## src/sv/lfcm_pkg.sv

```systemverilog
// Package for the luminance false-colour map.
// Holds the shared constants, the register index codes and the control struct.
// No dependencies.
package lfcm_pkg;

  localparam int LevelBitsDef = 16;
  localparam int OutDataW     = 24;

  localparam logic [15:0] LowLevelRst  = 16'h0000;
  localparam logic [15:0] HighLevelRst = 16'hFFFF;

  localparam logic [7:0] ChanFull      = 8'd255;
  localparam logic [7:0] ChanZero      = 8'd0;
  localparam logic [7:0] ZeroBandGreen = 8'd100;

  typedef enum logic [0:0] {
    REG_LOW  = 1'b0,
    REG_HIGH = 1'b1
  } cfg_reg_e;

  // Control carried alongside the arithmetic of one sample.
  typedef struct packed {
    logic       fix;     // colour is a fixed value, the arithmetic is ignored
    logic       second;  // sample lies in the upper quarter of the band
    logic [7:0] fix_r;
    logic [7:0] fix_g;
    logic [7:0] fix_b;
  } ctl_t;

endpackage

```

## src/sv/lfcm_prep.sv

```systemverilog
// First pipeline stage of the luminance false-colour map: band classification,
// quarter width, offsets from the parabola centres and the green factors.
// Depends on lfcm_pkg.
module lfcm_prep #(
  parameter int LEVEL_BITS = 16
) (
  input  logic                    clk_i,
  input  logic                    rst_ni,
  input  logic                    in_valid_i,
  output logic                    in_ready_o,
  input  logic [LEVEL_BITS-1:0]   lum_i,
  input  logic [LEVEL_BITS-1:0]   low_i,
  input  logic [LEVEL_BITS-1:0]   high_i,
  output logic                    out_valid_o,
  input  logic                    out_ready_i,
  output lfcm_pkg::ctl_t          ctl_o,
  output logic [LEVEL_BITS-3:0]   a_o,
  output logic [2:0][LEVEL_BITS-1:0] t_o,
  output logic signed [LEVEL_BITS+2:0] p_o,
  output logic signed [LEVEL_BITS+1:0] s_o
);
  import lfcm_pkg::*;

  localparam int L = LEVEL_BITS;

  logic                 above, below, zero_band, narrow, first;
  logic [L-1:0]         width, d, a3, a2, cb;
  logic [L-3:0]         a;
  logic [L+1:0]         a9;
  logic [2:0][L-1:0]    t_d;
  ctl_t                 ctl_d;
  logic signed [L+2:0]  p_d;
  logic signed [L+1:0]  s_d;

  logic                 valid_q;
  ctl_t                 ctl_q;
  logic [L-3:0]         a_q;
  logic [2:0][L-1:0]    t_q;
  logic signed [L+2:0]  p_q;
  logic signed [L+1:0]  s_q;

  always_comb begin
    above     = lum_i > high_i;
    below     = lum_i < low_i;
    zero_band = low_i == high_i;
    width     = high_i - low_i;
    a         = width[L-1:2];
    narrow    = a == '0;
    d         = lum_i - low_i;
    a2        = {1'b0, a, 1'b0};
    a3        = {2'b00, a} + a2;
    first     = d < a3;
    cb        = first ? {2'b00, a} : {a, 2'b00};

    t_d[0] = (d >= a3) ? d - a3 : a3 - d;
    t_d[1] = (d >= a2) ? d - a2 : a2 - d;
    t_d[2] = (d >= cb) ? d - cb : cb - d;

    a9  = {a, 3'b000} + {4'b0000, a};
    p_d = $signed({2'b00, d, 1'b0}) - $signed({1'b0, a9});
    s_d = $signed({2'b00, d}) - $signed({2'b00, a, 2'b00});

    ctl_d.second = ~first;
    ctl_d.fix    = 1'b1;
    ctl_d.fix_r  = ChanZero;
    ctl_d.fix_g  = ChanZero;
    ctl_d.fix_b  = ChanZero;
    if (above) begin
      ctl_d.fix_r = ChanFull;
      ctl_d.fix_g = ChanFull;
      ctl_d.fix_b = ChanFull;
    end else if (below) begin
      ctl_d.fix_r = ChanZero;
    end else if (zero_band) begin
      ctl_d.fix_g = ZeroBandGreen;
    end else if (narrow) begin
      ctl_d.fix_r = ChanFull;
    end else begin
      ctl_d.fix = 1'b0;
    end
  end

  assign in_ready_o = ~valid_q | out_ready_i;

  always_ff @(posedge clk_i or negedge rst_ni) begin
    if (!rst_ni) begin
      valid_q <= 1'b0;
    end else if (in_ready_o) begin
      valid_q <= in_valid_i;
    end
  end

  always_ff @(posedge clk_i) begin
    if (in_valid_i && in_ready_o) begin
      ctl_q <= ctl_d;
      a_q   <= a;
      t_q   <= t_d;
      p_q   <= p_d;
      s_q   <= s_d;
    end
  end

  assign out_valid_o = valid_q;
  assign ctl_o       = ctl_q;
  assign a_o         = a_q;
  assign t_o         = t_q;
  assign p_o         = p_q;
  assign s_o         = s_q;

endmodule

```

## config.mk

```make
export PLATFORM = sky130hd
export DESIGN_NAME = lfcm_prep
export DESIGN_NICKNAME = d
export VERILOG_FILES = /design/src/sv/lfcm_pkg.sv /design/src/sv/lfcm_prep.sv
export SDC_FILE = /design/constraint.sdc
export NUM_CORES = 1
export LEC_CHECK = 0
export BUFFER_PORTS_ARGS = -buffer_cell sky130_fd_sc_hd__buf_2
export CAP_MARGIN = 10
export CORE_ASPECT_RATIO = 1.2
export CORE_UTILIZATION = 55
export DETAILED_ROUTE_END_ITERATION = 8
export GPL_TIMING_DRIVEN = 0
export MAX_ROUTING_LAYER = met4
export PLACE_DENSITY = 0.77
export SLEW_MARGIN = 20
export SYNTH_ARGS = -nofsm -noshare
export SYNTH_HDL_FRONTEND = slang
export SYNTH_SLANG_ARGS = --single-unit
```

## constraint.sdc

```tcl
create_clock -name clk_i -period 7.7 [get_ports clk_i]
set_input_delay 1.54 -clock clk_i [delete_from_list [all_inputs] [get_ports clk_i]]
set_output_delay 1.54 -clock clk_i [all_outputs]
set_load 0.01 [all_outputs]
```

# Word level (Yosys, flattened, before mapping)
# Cells that the tools add are included.
[op_classes]
n_addsub = 12
mul = 0
div_mod_pow = 0
magnitude_cmp = 6
eq_ne = 1
n_shift = 0
n_mux = 11
n_bitwise = 3
n_reduce_logical = 3
[op_table]
columns = ["cell", "count"]
rows = [
  ["subtractor 16 bit", 6],
  ["two-way mux 16 bit", 4],
  [">= comparator 16 bit", 2],
  ["less-than comparator 16 bit", 2],
  ["two-way mux 8 bit", 4],
  ["subtractor 17 x 18 -> 19 bit", 1],
  ["adder 17 x 14 -> 18 bit", 1],
  ["subtractor 16 x 16 -> 17 bit", 1],
  ["adder 14 x 15 -> 16 bit", 1],
  ["== test 16 bit", 1],
  [">= comparator 16 x 15 -> 1 bit", 1],
  ["greater-than comparator 16 bit", 1],
  ["subtractor 15 x 16 -> 16 bit", 1],
  ["subtractor 16 x 15 -> 16 bit", 1],
  ["zero test 14 bit", 1],
  ["two-way mux 7 bit", 2],
  ["OR reduction 3 bit", 1],
  ["inverter 1 bit", 2],
  ["logical AND 1 bit", 1],
  ["two-way mux 1 bit", 1],
  ["OR 1 bit", 1],
]
[word_totals]
ff_bits = 126
latchBits = 0
ram_bits = 0
mem_bits_ro = 0
mem_count = 0

# Logic depth before layout (Yosys ltp)
# Gate-level depths: netlist of run 1.
[depth]
depth_word = 6
mapped_depth = 40
depth_no_buf = 38

# Least setup slack after synthesis of run 1
# No wires, ideal clock.
[synth_timing]
path_type = "input port to flip-flop"
from = "input port low_i[1]"
to = "register t_q (netlist bit t_o[46]) (data pin)"
setup_time_ns = 0.260
t_arrival_ns = 9.896
slack_ns = -2.456
cell_stages = 37
path_buffers = 3
cell_sequence = "inv_1 ha_1 nor2b_1 o31a_1 a21oi_1 inv_1 fa_1 nand2b_1 a21boi_0 o211ai_1 a22oi_1 o221ai_1 a31oi_1 mux2_2 or2_2 ha_1 clkbuf_1 nand2_1 o21ai_0 a221o_1 a21oi_1 clkbuf_1 nand2_1 o21ai_0 inv_1 ha_1 clkbuf_1 and4_1 nand3_1 o31ai_1 a221oi_1 a21oi_1 mux2_2 a21oi_1 o311ai_0 a21oi_1 xnor2_1"
[synth_rtl]
columns = ["item", "line", "text"]
rows = [
  ["start: declaration", "lfcm_prep.sv:12", "input logic [LEVEL_BITS-1:0] low_i,"],
  ["end signal: assignment", "lfcm_prep.sv:97", "t_q <= t_d;"],
  ["end: declaration", "lfcm_prep.sv:38", "logic [2:0][L-1:0] t_q;"],
]

==> impl_metrics.py, run 1 <==
metrics = {
    "worst_hold_path": {
        "hp-class": "reg -> reg",
        "min_to": "out_valid_o$_DFFE_PN0N_",
        "hp-start": "out_valid_o$_DFFE_PN0N_",
        "whs_path_depth": 2,
    },
    "sta": {
        "finalSetupViolCount": 15,
        "finalCritPeriodShare_pct": 114,
        "max_slew.worst_pin.slew_ns": 0.979,
        "finalWorstSetupSlack_ns": -1.08,
        "max_freq_ghz": 0.114,
        "slew-limit-headroom_pct": 34.6,
        "hold_viol_final": 0,
        "min_period_ns": 8.78,
        "maxSlewViolCount": 0,
        "fin_skew_ns": 0.0130,
        "rsz0062_at_grt": "yes",
    },
    "detailed_routing": {
        "postRouteAntennaNets": 0,
        "drt_iter0_markers": 749,
        "drt_pass1_iterations": 9,
        "remaining_drc_errors": 14,
        "via_per_inst": 6.00,
        "totalWireLength_um": 37700,
        "wl_per_cell_um": 19.3,
        "vias": 11713,
    },
    "pwr": {
        "p_sw_share_pct": 48.4,
        "seqPwrFrac_pct": 14.9,
        "p_comb_share_pct": 78.9,
        "leakage_nw": 7.02,
        "power.share.clock_pct": 6.1,
        "peakVddDrop_uv": 198,
        "powerDensity_nw_per_um2": 481,
        "intPower_mw": 3.78,
        "power_switching_mw": 3.55,
    },
    "clocking": {
        "clk_latency_ns": 0.38,
        "root_buffer": "clkbuf_16",
        "cts.htree.levels": 3,
        "clk_pin_slew_ns": 0.07,
        "cts_buffers": 9,
        "cts_sinks": 104,
        "clockBufferDepth": 2,
        "cts_tree": "built",
        "cts-hold-fix-buffers": 0,
    },
    "global_routing": {
        "track_usage_pct": 33.6,
        "antenna_found_initial": 0,
        "grt_pass1_vias": 11579,
        "gr-total-overflow": 0,
        "grt_start_max_net_pins": 62,
        "grt_pass1_wl_um": 57900,
    },
    "synth": {
        "synth_ff_type": "edfxtp_1",
        "synth_nets": 1678,
        "async_flop_share_pct": 0.962,
        "ys_seq_area_share_pct": 25.4,
        "synth-edff-count": 103,
        "synthesis.area_um2": 12300,
        "avgSynthCellArea_um2": 8.60,
        "syn_inst": 1425,
        "yosysWarningCount": 0,
        "ys_ff_latch": 104,
        "synth_cell_types": 78,
    },
    "setup_path": {
        "r2r_end": "s_o[16]$_DFFE_PP_",
        "cp-start-kind": "input port",
        "arrival_ns": 8.88,
        "cpPeakStageDelay_ns": 0.42,
        "worst_path_max_delay_cell": "a221o_2",
        "ff2ff_setup_slack_ns": 5.94,
        "worst_ep_required_time_ns": 7.81,
        "crit_fanout": 7,
        "reg2regPathDepth": 3,
        "worstSetupPathType": "in -> reg",
        "crit_start": "low_i[1]",
        "timing.rr.start": "out_valid_o$_DFFE_PN0N_",
        "end_kind": "flop",
        "crit_top_cell": "ha_4",
    },
    "floorplanning": {
        "die_w_um": 138,
        "ios": 179,
        "dieArea_um2": 22900,
        "core_area_um2": 21800,
        "rows": 59,
        "start_util_pct": 56.3,
        "die_h_um": 166,
    },
    "place": {
        "place_hpwl_um": 29000,
        "post-place-ws_ns": -2.47,
        "gp_congestion": 0.989,
        "place_inst": 1878,
        "portBuffers": 178,
    },
    "outcome": {
        "status": "finished with violations",
        "failed_checks": "design-rule violations, negative setup slack",
    },
    "finish": {
        "design.final.nets": 1926,
        "layout-drive-gt1-share_pct": 26.9,
        "synthToLayoutAreaGrowth_pct": 24.4,
        "antennaDiodeCount": 0,
        "final_cells": 1952,
    },
    "job": {
        "max_cap_violations": 0,
    },
}
## synth_stat cells, drive strengths merged, types with 16 or more instances
cell type	count	share of area, %
a211oi	27	1.7
a21boi	18	1.1
a21o	40	2.5
a21oi	104	4.2
buf	25	1.5
clkbuf	27	0.83
edfxtp	103	25
fa	16	2.6
ha	185	19
inv	160	4.9
nand2	107	3.3
nand2b	24	1.2
nand3	31	1.3
nor2	80	2.5
nor2b	19	0.97
nor3	36	1.5
o21a	18	1.1
o21ai	88	3.6
o31ai	17	1.1
or2	25	1.3
xnor2	63	4.5
xor2	32	2.3
## per-layer routing
| layer | GRT usage (%) | share of wire (%) |
|---|---|---|
| met4 | 18.5 | 4.8 |
| met3 | 4.61 | 5.5 |
| met5 | - | 0 |
| met1 | 36.3 | 40 |
| met2 | 60.2 | 50 |
## repair_timing
item                       in CTS  in global routing
resized for setup              99                 37
pin swaps                      56                 27
setup endpoints to repair      28                 23
setup buffers                  49                 17
## final cells by class
class | instances | area, um2
Tap cell | 274 | 343
Multi-Input combinational cell | 1109 | 9070
Sequential cell | 104 | 3120
Inverter | 160 | 619
Clock inverter | 7 | 47.5
Fill cell | 1693 | 6540
Buffer | 45 | 350
Clock buffer | 9 | 225
Timing Repair Buffer | 244 | 1460
## state kept, by name (all words and copies together), names as in the netlist
name and flops:
t_o 47, s_o 17, p_o 19, a_o 14, ctl_o 6, out_valid_o 1
## power groups by stage
stage | Combinational [mW] | Clock [mW] | Sequential [mW]
after floorplan | 3.54 | 0 | 1.23
after global placement | 4.80 | 0 | 1.11
after detailed placement | 4.89 | 0 | 1.11
after CTS | 5.47 | 0.454 | 1.10
after global routing | 6.24 | 0.473 | 1.11
final | 5.78 | 0.450 | 1.09
## placed cells by master (no fill, tap or decap), types with 25 or more instances in the layout
cell type,n
inv_1,148
edfxtp_1,103
a21o_1,40
nand2_1,103
nor2_1,75
nand3_1,30
xor2_1,27
buf_4,77
a211oi_1,25
a21oi_1,86
ha_1,162
o21ai_0,68
buf_2,178
xnor2_1,55
nor3_1,33
## how the worst max path moves through the flow
stage | end | slack, ns
final | t_o[46]$_DFFE_PP_ | -1.08
after global routing | t_o[46]$_DFFE_PP_ | -1.29
after CTS | t_o[46]$_DFFE_PP_ | -1.09
after detailed placement | t_o[46]$_DFFE_PP_ | -2.47
after global placement | t_o[46]$_DFFE_PP_ | -2.47
after floorplan | t_o[46]$_DFFE_PP_ | -0.92
## worst max-delay path: cells and delay by family
family,cells,cell delay [ns]
fa+ha+maj,4,0.99
mux,2,0.69
compound gates,17,3.64
xor+xnor,2,0.21
buf+inv,7,0.82
simple gates,6,0.97
## metrics by stage
| stage | power (mW) | hold WS (ns) | TNS (ns) | instance area, um2 | utilization [%] |
|---|---|---|---|---|---|
| after global routing | 7.82 | 0.571 | -17.15 | 15200 | 70.0 |
| final | 7.32 | 0.534 | -14.23 | 15200 | 70.0 |
| after detailed placement | 6.00 | 0.523 | -46.85 | 13900 | 63.8 |
| after CTS | 7.02 | 0.542 | -13.30 | 15000 | 68.7 |
| after floorplan | 4.77 | 0.622 | -11.13 | 12600 | - |
| after global placement | 5.91 | 0.496 | -45.64 | 13800 | 63.6 |
## cells by family (layout without fill, tap and decap cells)
family / after synthesis / in the layout / synth area share, %
AND/OR/NAND/NOR: 380 / 380 / 15.2
adder cells (fa/ha/maj): 204 / 204 / 21.8
XOR/XNOR: 96 / 96 / 6.97
flip-flops: 104 / 104 / 25.4
buffers and inverters: 212 / 465 / 7.25
multiplexers: 17 / 17 / 1.43
AO/OA/AOI/OAI: 412 / 412 / 22.0
Note: power is estimated with default switching activity, not from simulation.
==> run 2: changes to the inputs <==
==> constraint.sdc (replaced) <==
create_clock -name clk_i -period 7.7 [get_ports clk_i]
set_input_delay 0.77 -clock clk_i [delete_from_list [all_inputs] [get_ports clk_i]]
set_output_delay 0.77 -clock clk_i [all_outputs]
set_load 0.01 [all_outputs]
==> run 2 against run 1 <==
Clock skew decreased by 0.0024 ns. The run still ends with design-rule violations, negative setup slack left. Worst hold slack got worse by 0.38 ns. First-iteration DRC count up 15%. Die area stayed put. Register-to-register slack hardly changed. Combinational power rose by 4.3%. Power grew 3.5%. Clock-buffer cell count unchanged.
==> impl_metrics.py, run 2 (synthesis gave the netlist of run 1 again) <==
metrics = {
    "sta": {
        "max_freq_ghz": 0.124,
        "min_period_ns": 8.05,
        "slew-limit-headroom_pct": 17.8,
        "rsz0062_at_grt": "yes",
        "finalCritPeriodShare_pct": 105,
        "fin_skew_ns": 0.0107,
        "max_slew.worst_pin.slew_ns": 1.22,
        "finalWorstSetupSlack_ns": -0.349,
        "maxSlewViolCount": 0,
        "hold_viol_final": 0,
        "finalSetupViolCount": 13,
    },
    "finish": {
        "multi_input_area_um2": 9230,
        "synthToLayoutAreaGrowth_pct": 26.3,
        "mostFrequentLayoutCells": "178 x buf_2, 156 x ha_1, 143 x inv_1",
        "final-seq-area_um2": 3120,
        "antennaDiodeCount": 0,
        "layout-drive-gt1-share_pct": 28.0,
        "design.final.nets": 1935,
        "mostFrequentLayoutCell": "buf_2",
        "post-route-util_pct": 71.0,
        "largest_reg_flops": 47,
        "fillers": 1637,
    },
    "detailed_routing": {
        "totalWireLength_um": 38000,
        "postRouteAntennaNets": 0,
        "wl_per_cell_um": 19.4,
        "drt_pass1_iterations": 7,
        "remaining_drc_errors": 15,
        "via_per_inst": 6.01,
        "drt_iter0_markers": 864,
        "vias": 11779,
    },
    "setup_path": {
        "worst_path_max_delay_cell": "a221o_2",
        "crit_cells": 40,
        "worstSetupEndpoint": "t_o[44]$_DFFE_PP_",
        "ff2ff_setup_slack_ns": 5.94,
        "worstSetupPathType": "in -> reg",
        "critPathTopFamily": "compound AO/OA/AOI/OAI gates",
        "cp-start-kind": "input port",
        "crit_fanout": 5,
        "reg2regPathDepth": 3,
        "end_kind": "flop",
        "timing.rr.start": "out_valid_o$_DFFE_PN0N_",
        "critPathBufInv": 8,
        "r2r_end": "t_o[30]$_DFFE_PP_",
        "arrival_ns": 8.16,
        "crit_start": "low_i[1]",
        "worst_ep_required_time_ns": 7.81,
        "cpPeakStageDelay_ns": 0.42,
    },
    "floorplanning": {
        "die_h_um": 166,
        "core_area_um2": 21800,
        "die_w_um": 138,
        "rows": 59,
        "start_util_pct": 56.3,
        "dieArea_um2": 22900,
        "ios": 179,
    },
    "global_routing": {
        "track_usage_pct": 33.5,
        "grt_pass1_vias": 11500,
        "grt_pass1_wl_um": 57800,
        "antenna_found_initial": 0,
        "gr-total-overflow": 0,
        "grt_start_max_net_pins": 63,
    },
    "pwr": {
        "peakVddDrop_uv": 244,
        "power_mw": 7.58,
        "leakage_nw": 7.06,
        "powerDensity_nw_per_um2": 490,
    },
    "job": {
        "max_cap_violations": 0,
    },
    "clocking": {
        "clk_pin_slew_ns": 0.08,
        "cts_tree": "built",
        "cts_buffers": 9,
        "clk_latency_ns": 0.37,
        "cts.htree.levels": 3,
        "clockBufferDepth": 2,
        "root_buffer": "clkbuf_16",
        "cts_sinks": 104,
        "cts-hold-fix-buffers": 0,
    },
    "place": {
        "place_hpwl_um": 29100,
        "gp_congestion": 0.997,
        "portBuffers": 178,
    },
    "outcome": {
        "status": "finished with violations",
        "failed_checks": "design-rule violations, negative setup slack",
    },
    "worst_hold_path": {
        "hp-class": "in -> async",
    },
}
## run 2: cell count changes in the layout (fill, tap and decap cells not counted), moves of 5 or more
| cell | change |
|---|---|
| inv_1 | -5 |
| ha_1 | -6 |
| o21ai_0 | -7 |
| o21ai_1 | +8 |
| buf_4 | +10 |
| ha_4 | +8 |
## run 2: cell type report
class / count / area share (%)
Buffer: 45 / 2.21
Timing Repair Buffer: 253 / 9.91
Clock buffer: 9 / 1.46
Multi-Input combinational cell: 1109 / 59.7
Inverter: 160 / 4.03
Clock inverter: 7 / 0.348
Sequential cell: 104 / 20.2
Tap cell: 274 / 2.22
## run 2: worst min path at each step
stage,startpoint,end,cells after the start
after floorplan,rst_ni,out_valid_o$_DFFE_PN0N_,0
after global placement,out_valid_o$_DFFE_PN0N_,out_valid_o$_DFFE_PN0N_,2
after detailed placement,rst_ni,out_valid_o$_DFFE_PN0N_,1
after CTS,rst_ni,out_valid_o$_DFFE_PN0N_,1
after global routing,rst_ni,out_valid_o$_DFFE_PN0N_,1
final,rst_ni,out_valid_o$_DFFE_PN0N_,1
## run 2: worst register-to-register path, stage by stage, from the launching register on
cell,delay [ns]
dfrtp_1,0.39
nand2b_1,0.11
and2_4,0.55
buf_16,0.34
## run 2: through the flow
step | worst slack, ns | setup TNS, ns | instances | hold slack, ns | area (um2)
after detailed placement | -2.02 | -28.13 | 1878 | 0.546 | 13900
after floorplan | -0.152 | -0.306 | 1425 | 0.474 | 12600
after global routing | -0.578 | -4.93 | 1961 | 0.147 | 15500
final | -0.349 | -1.90 | 1961 | 0.155 | 15500
after global placement | -1.92 | -26.97 | 1877 | 0.495 | 13800
after CTS | -0.296 | -0.863 | 1946 | 0.154 | 15100
## run 2: layer usage
metal | vias to the layer above | GRT usage, % | part of all wire (%) | wire [um]
li1 | 5613 | - | - | -
met5 | - | - | 0 | 0
met3 | 105 | 4.76 | 5.4 | 2050
met1 | 5598 | 36.6 | 40 | 15000
met4 | 0 | 15.5 | 4.2 | 1610
met2 | 463 | 60.8 | 51 | 19300
## run 2: repair_timing
item	4_1_cts	5_1_grt
cloned	1	0
buffers inserted	57	16
resized for setup	111	54
pin swaps	49	35
setup endpoints to repair	15	15
## run 2: report_power, final
group | switching [mW] | internal (mW)
clock network | 0.239 | 0.224
registers | 0.0462 | 1.05
logic | 3.40 | 2.63
total | 3.69 | 3.90
==> run 3: changes to the inputs <==
--- a/config.mk
+++ b/config.mk
@@ -14,4 +14,5 @@
 export MAX_ROUTING_LAYER = met4
 export PLACE_DENSITY = 0.77
+export REMOVE_ABC_BUFFERS = 1
 export SLEW_MARGIN = 20
 export SYNTH_ARGS = -nofsm -noshare
==> constraint.sdc (replaced) <==
create_clock -name clk_i -period 7.7 [get_ports clk_i]
set_input_delay 0.77 -clock clk_i [delete_from_list [all_inputs] [get_ports clk_i]]
set_output_delay 0.77 -clock clk_i [all_outputs]
set_load 0.1 [all_outputs]
==> run 3 against run 2 <==
The flow still finishes with violations (design-rule violations, negative setup slack). Worst hold slack gained 0.0010 ns. Clock-buffer cell count unchanged. Worst setup slack improved by 0.057 ns. Clock skew increased by 0.0046 ns. Die area did not move. Sequential share of layout area increased by 0.22 points. Final area decreased by 1.1%. Via count is 1.2% lower. Final cell count shrank 1.0%. Non-clock buffer count decreased by 21. Utilization is 0.78 points lower. Maximum frequency rose by 0.71%.
==> impl_metrics.py, run 3 (synthesis gave the netlist of run 1 again) <==
metrics = {
    "global_routing": {
        "gr-total-overflow": 0,
        "grtUsageMet1_pct": 37.7,
        "busiest_layer": "met2",
        "use_met2_pct": 59.8,
        "grt_start_max_net_pins": 65,
        "use_met3_pct": 3.32,
        "grt_pass1_wl_um": 57100,
        "track_usage_pct": 33.0,
        "grt_pass1_vias": 11306,
        "antenna_found_initial": 0,
    },
    "setup_path": {
        "worst_ep_required_time_ns": 7.81,
        "reg2regPathDepth": 3,
        "worst_path_max_delay_cell": "or4_4",
        "critPathBufInv": 7,
        "cpPeakStageDelay_ns": 0.58,
        "critPathTopFamily": "compound AO/OA/AOI/OAI gates",
        "crit_cells": 35,
        "crit_top_cell": "a21o_1",
        "timing.rr.start": "out_valid_o$_DFFE_PN0N_",
        "r2r_end": "a_o[10]$_DFFE_PP_",
        "end_kind": "flop",
        "crit_fanout": 12,
        "worstSetupPathType": "in -> reg",
        "arrival_ns": 8.10,
        "crit_start": "low_i[3]",
        "ff2ff_setup_slack_ns": 5.94,
        "worstSetupEndpoint": "t_o[46]$_DFFE_PP_",
        "cp-start-kind": "input port",
    },
    "detailed_routing": {
        "remaining_drc_errors": 16,
        "totalWireLength_um": 37300,
        "postRouteAntennaNets": 0,
        "via_per_inst": 5.99,
        "drt_pass1_iterations": 9,
        "vias": 11632,
        "drt_iter0_markers": 844,
        "wl_per_cell_um": 19.2,
    },
    "floorplanning": {
        "die_w_um": 138,
        "start_util_pct": 56.3,
        "die_h_um": 166,
        "rows": 59,
        "dieArea_um2": 22900,
        "ios": 179,
        "core_area_um2": 21800,
    },
    "worst_hold_path": {
        "hp-class": "in -> async",
    },
    "sta": {
        "maxSlewViolCount": 0,
        "max_freq_ghz": 0.125,
        "slew-limit-headroom_pct": 22.1,
        "whs_ns": 0.156,
        "fin_skew_ns": 0.0153,
        "finalWorstSetupSlack_ns": -0.292,
        "tns_ns": -1.60,
        "min_period_ns": 7.99,
        "rsz0062_at_grt": "yes",
        "finalCritPeriodShare_pct": 104,
        "hold_viol_final": 0,
        "max_slew.worst_pin.slew_ns": 1.14,
        "finalSetupViolCount": 12,
    },
    "finish": {
        "post-route-util_pct": 70.3,
        "synthToLayoutAreaGrowth_pct": 24.9,
        "antennaDiodeCount": 0,
        "mostFrequentLayoutCells": "177 x buf_2, 154 x ha_1, 147 x inv_1",
        "design.final.nets": 1915,
        "fillers": 1688,
        "layout-drive-gt1-share_pct": 27.7,
        "stdcell_area_um2": 15300,
        "mostFrequentLayoutCell": "buf_2",
        "largest_reg_flops": 47,
    },
    "clocking": {
        "root_buffer": "clkbuf_16",
        "cts_tree": "built",
        "cts_sinks": 104,
        "clockBufferDepth": 2,
        "clk_latency_ns": 0.37,
        "cts_buffers": 9,
        "cts.htree.levels": 3,
        "clk_pin_slew_ns": 0.08,
    },
    "place": {
        "placed_area_um2": 13300,
        "portBuffers": 178,
        "gp_congestion": 0.920,
        "place_hpwl_um": 27500,
    },
    "outcome": {
        "failed_checks": "design-rule violations, negative setup slack",
        "status": "finished with violations",
    },
    "job": {
        "max_cap_violations": 0,
    },
}
==> run 3: cell types whose count changed in the layout (fill, tap and decap cells not counted), moves of 4 or more <==
cell / previous run / this run
o21ai_2: 4 / 10
o21ai_1: 20 / 14
buf_6: 9 / 13
nand2_2: 7 / 2
inv_1: 143 / 147
nand2_1: 99 / 103
inv_2: 14 / 9
clkbuf_8: 4 / 0
clkbuf_1: 14 / 0
==> run 3: per-layer routing <==
layer	wire, um	up-vias
met5	0	-
met2	19200	450
met1	15000	5522
met3	1930	82
li1	-	5578
met4	1200	0
==> run 3: worst min path at each step <==
stage	start	endpoint	cells after the start
floorplan	rst_ni	out_valid_o$_DFFE_PN0N_	0
global placement	out_valid_o$_DFFE_PN0N_	out_valid_o$_DFFE_PN0N_	2
detailed placement	out_valid_o$_DFFE_PN0N_	out_valid_o$_DFFE_PN0N_	2
CTS	rst_ni	out_valid_o$_DFFE_PN0N_	1
global route	rst_ni	out_valid_o$_DFFE_PN0N_	1
finish	rst_ni	out_valid_o$_DFFE_PN0N_	1
==> run 3: metrics by stage <==
| step | std cells | setup WS (ns) |
|---|---|---|
| floorplan | 1373 | -2.56 |
| global placement | 1825 | -5.13 |
| detailed placement | 1828 | -3.55 |
| CTS | 1919 | -0.203 |
| global route | 1941 | -0.453 |
| finish | 1941 | -0.292 |
==> run 3: layout make-up <==
type | count | area, um2 | area share (%)
Clock inverter | 7 | 56.3 | 0.368
Timing Repair Buffer | 277 | 1730 | 11.3
Tap cell | 274 | 343 | 2.24
Clock buffer | 9 | 225 | 1.47
Inverter | 160 | 613 | 4.01
Sequential cell | 104 | 3120 | 20.4
Multi-Input combinational cell | 1110 | 9220 | 60.3
==> run 3: timing repair <==
action                                  4_1_cts  5_1_grt
pin swaps                                    53       42
cloned                                        3        0
buffers inserted                             72       24
gates resized for setup                     143       63
endpoints found under the setup margin       30       18
hold buffers                                  0        0
==> run 3: worst reg2reg max path, delay by kind of cell (launching register included) <==
kind,cells,cell delay [ns]
simple gates,2,0.65
buf+inv,1,0.34
flops,1,0.38
Power of run 3 is not shown: default switching activity piles up to over one toggle a cycle in this logic, so the estimate is an artifact.
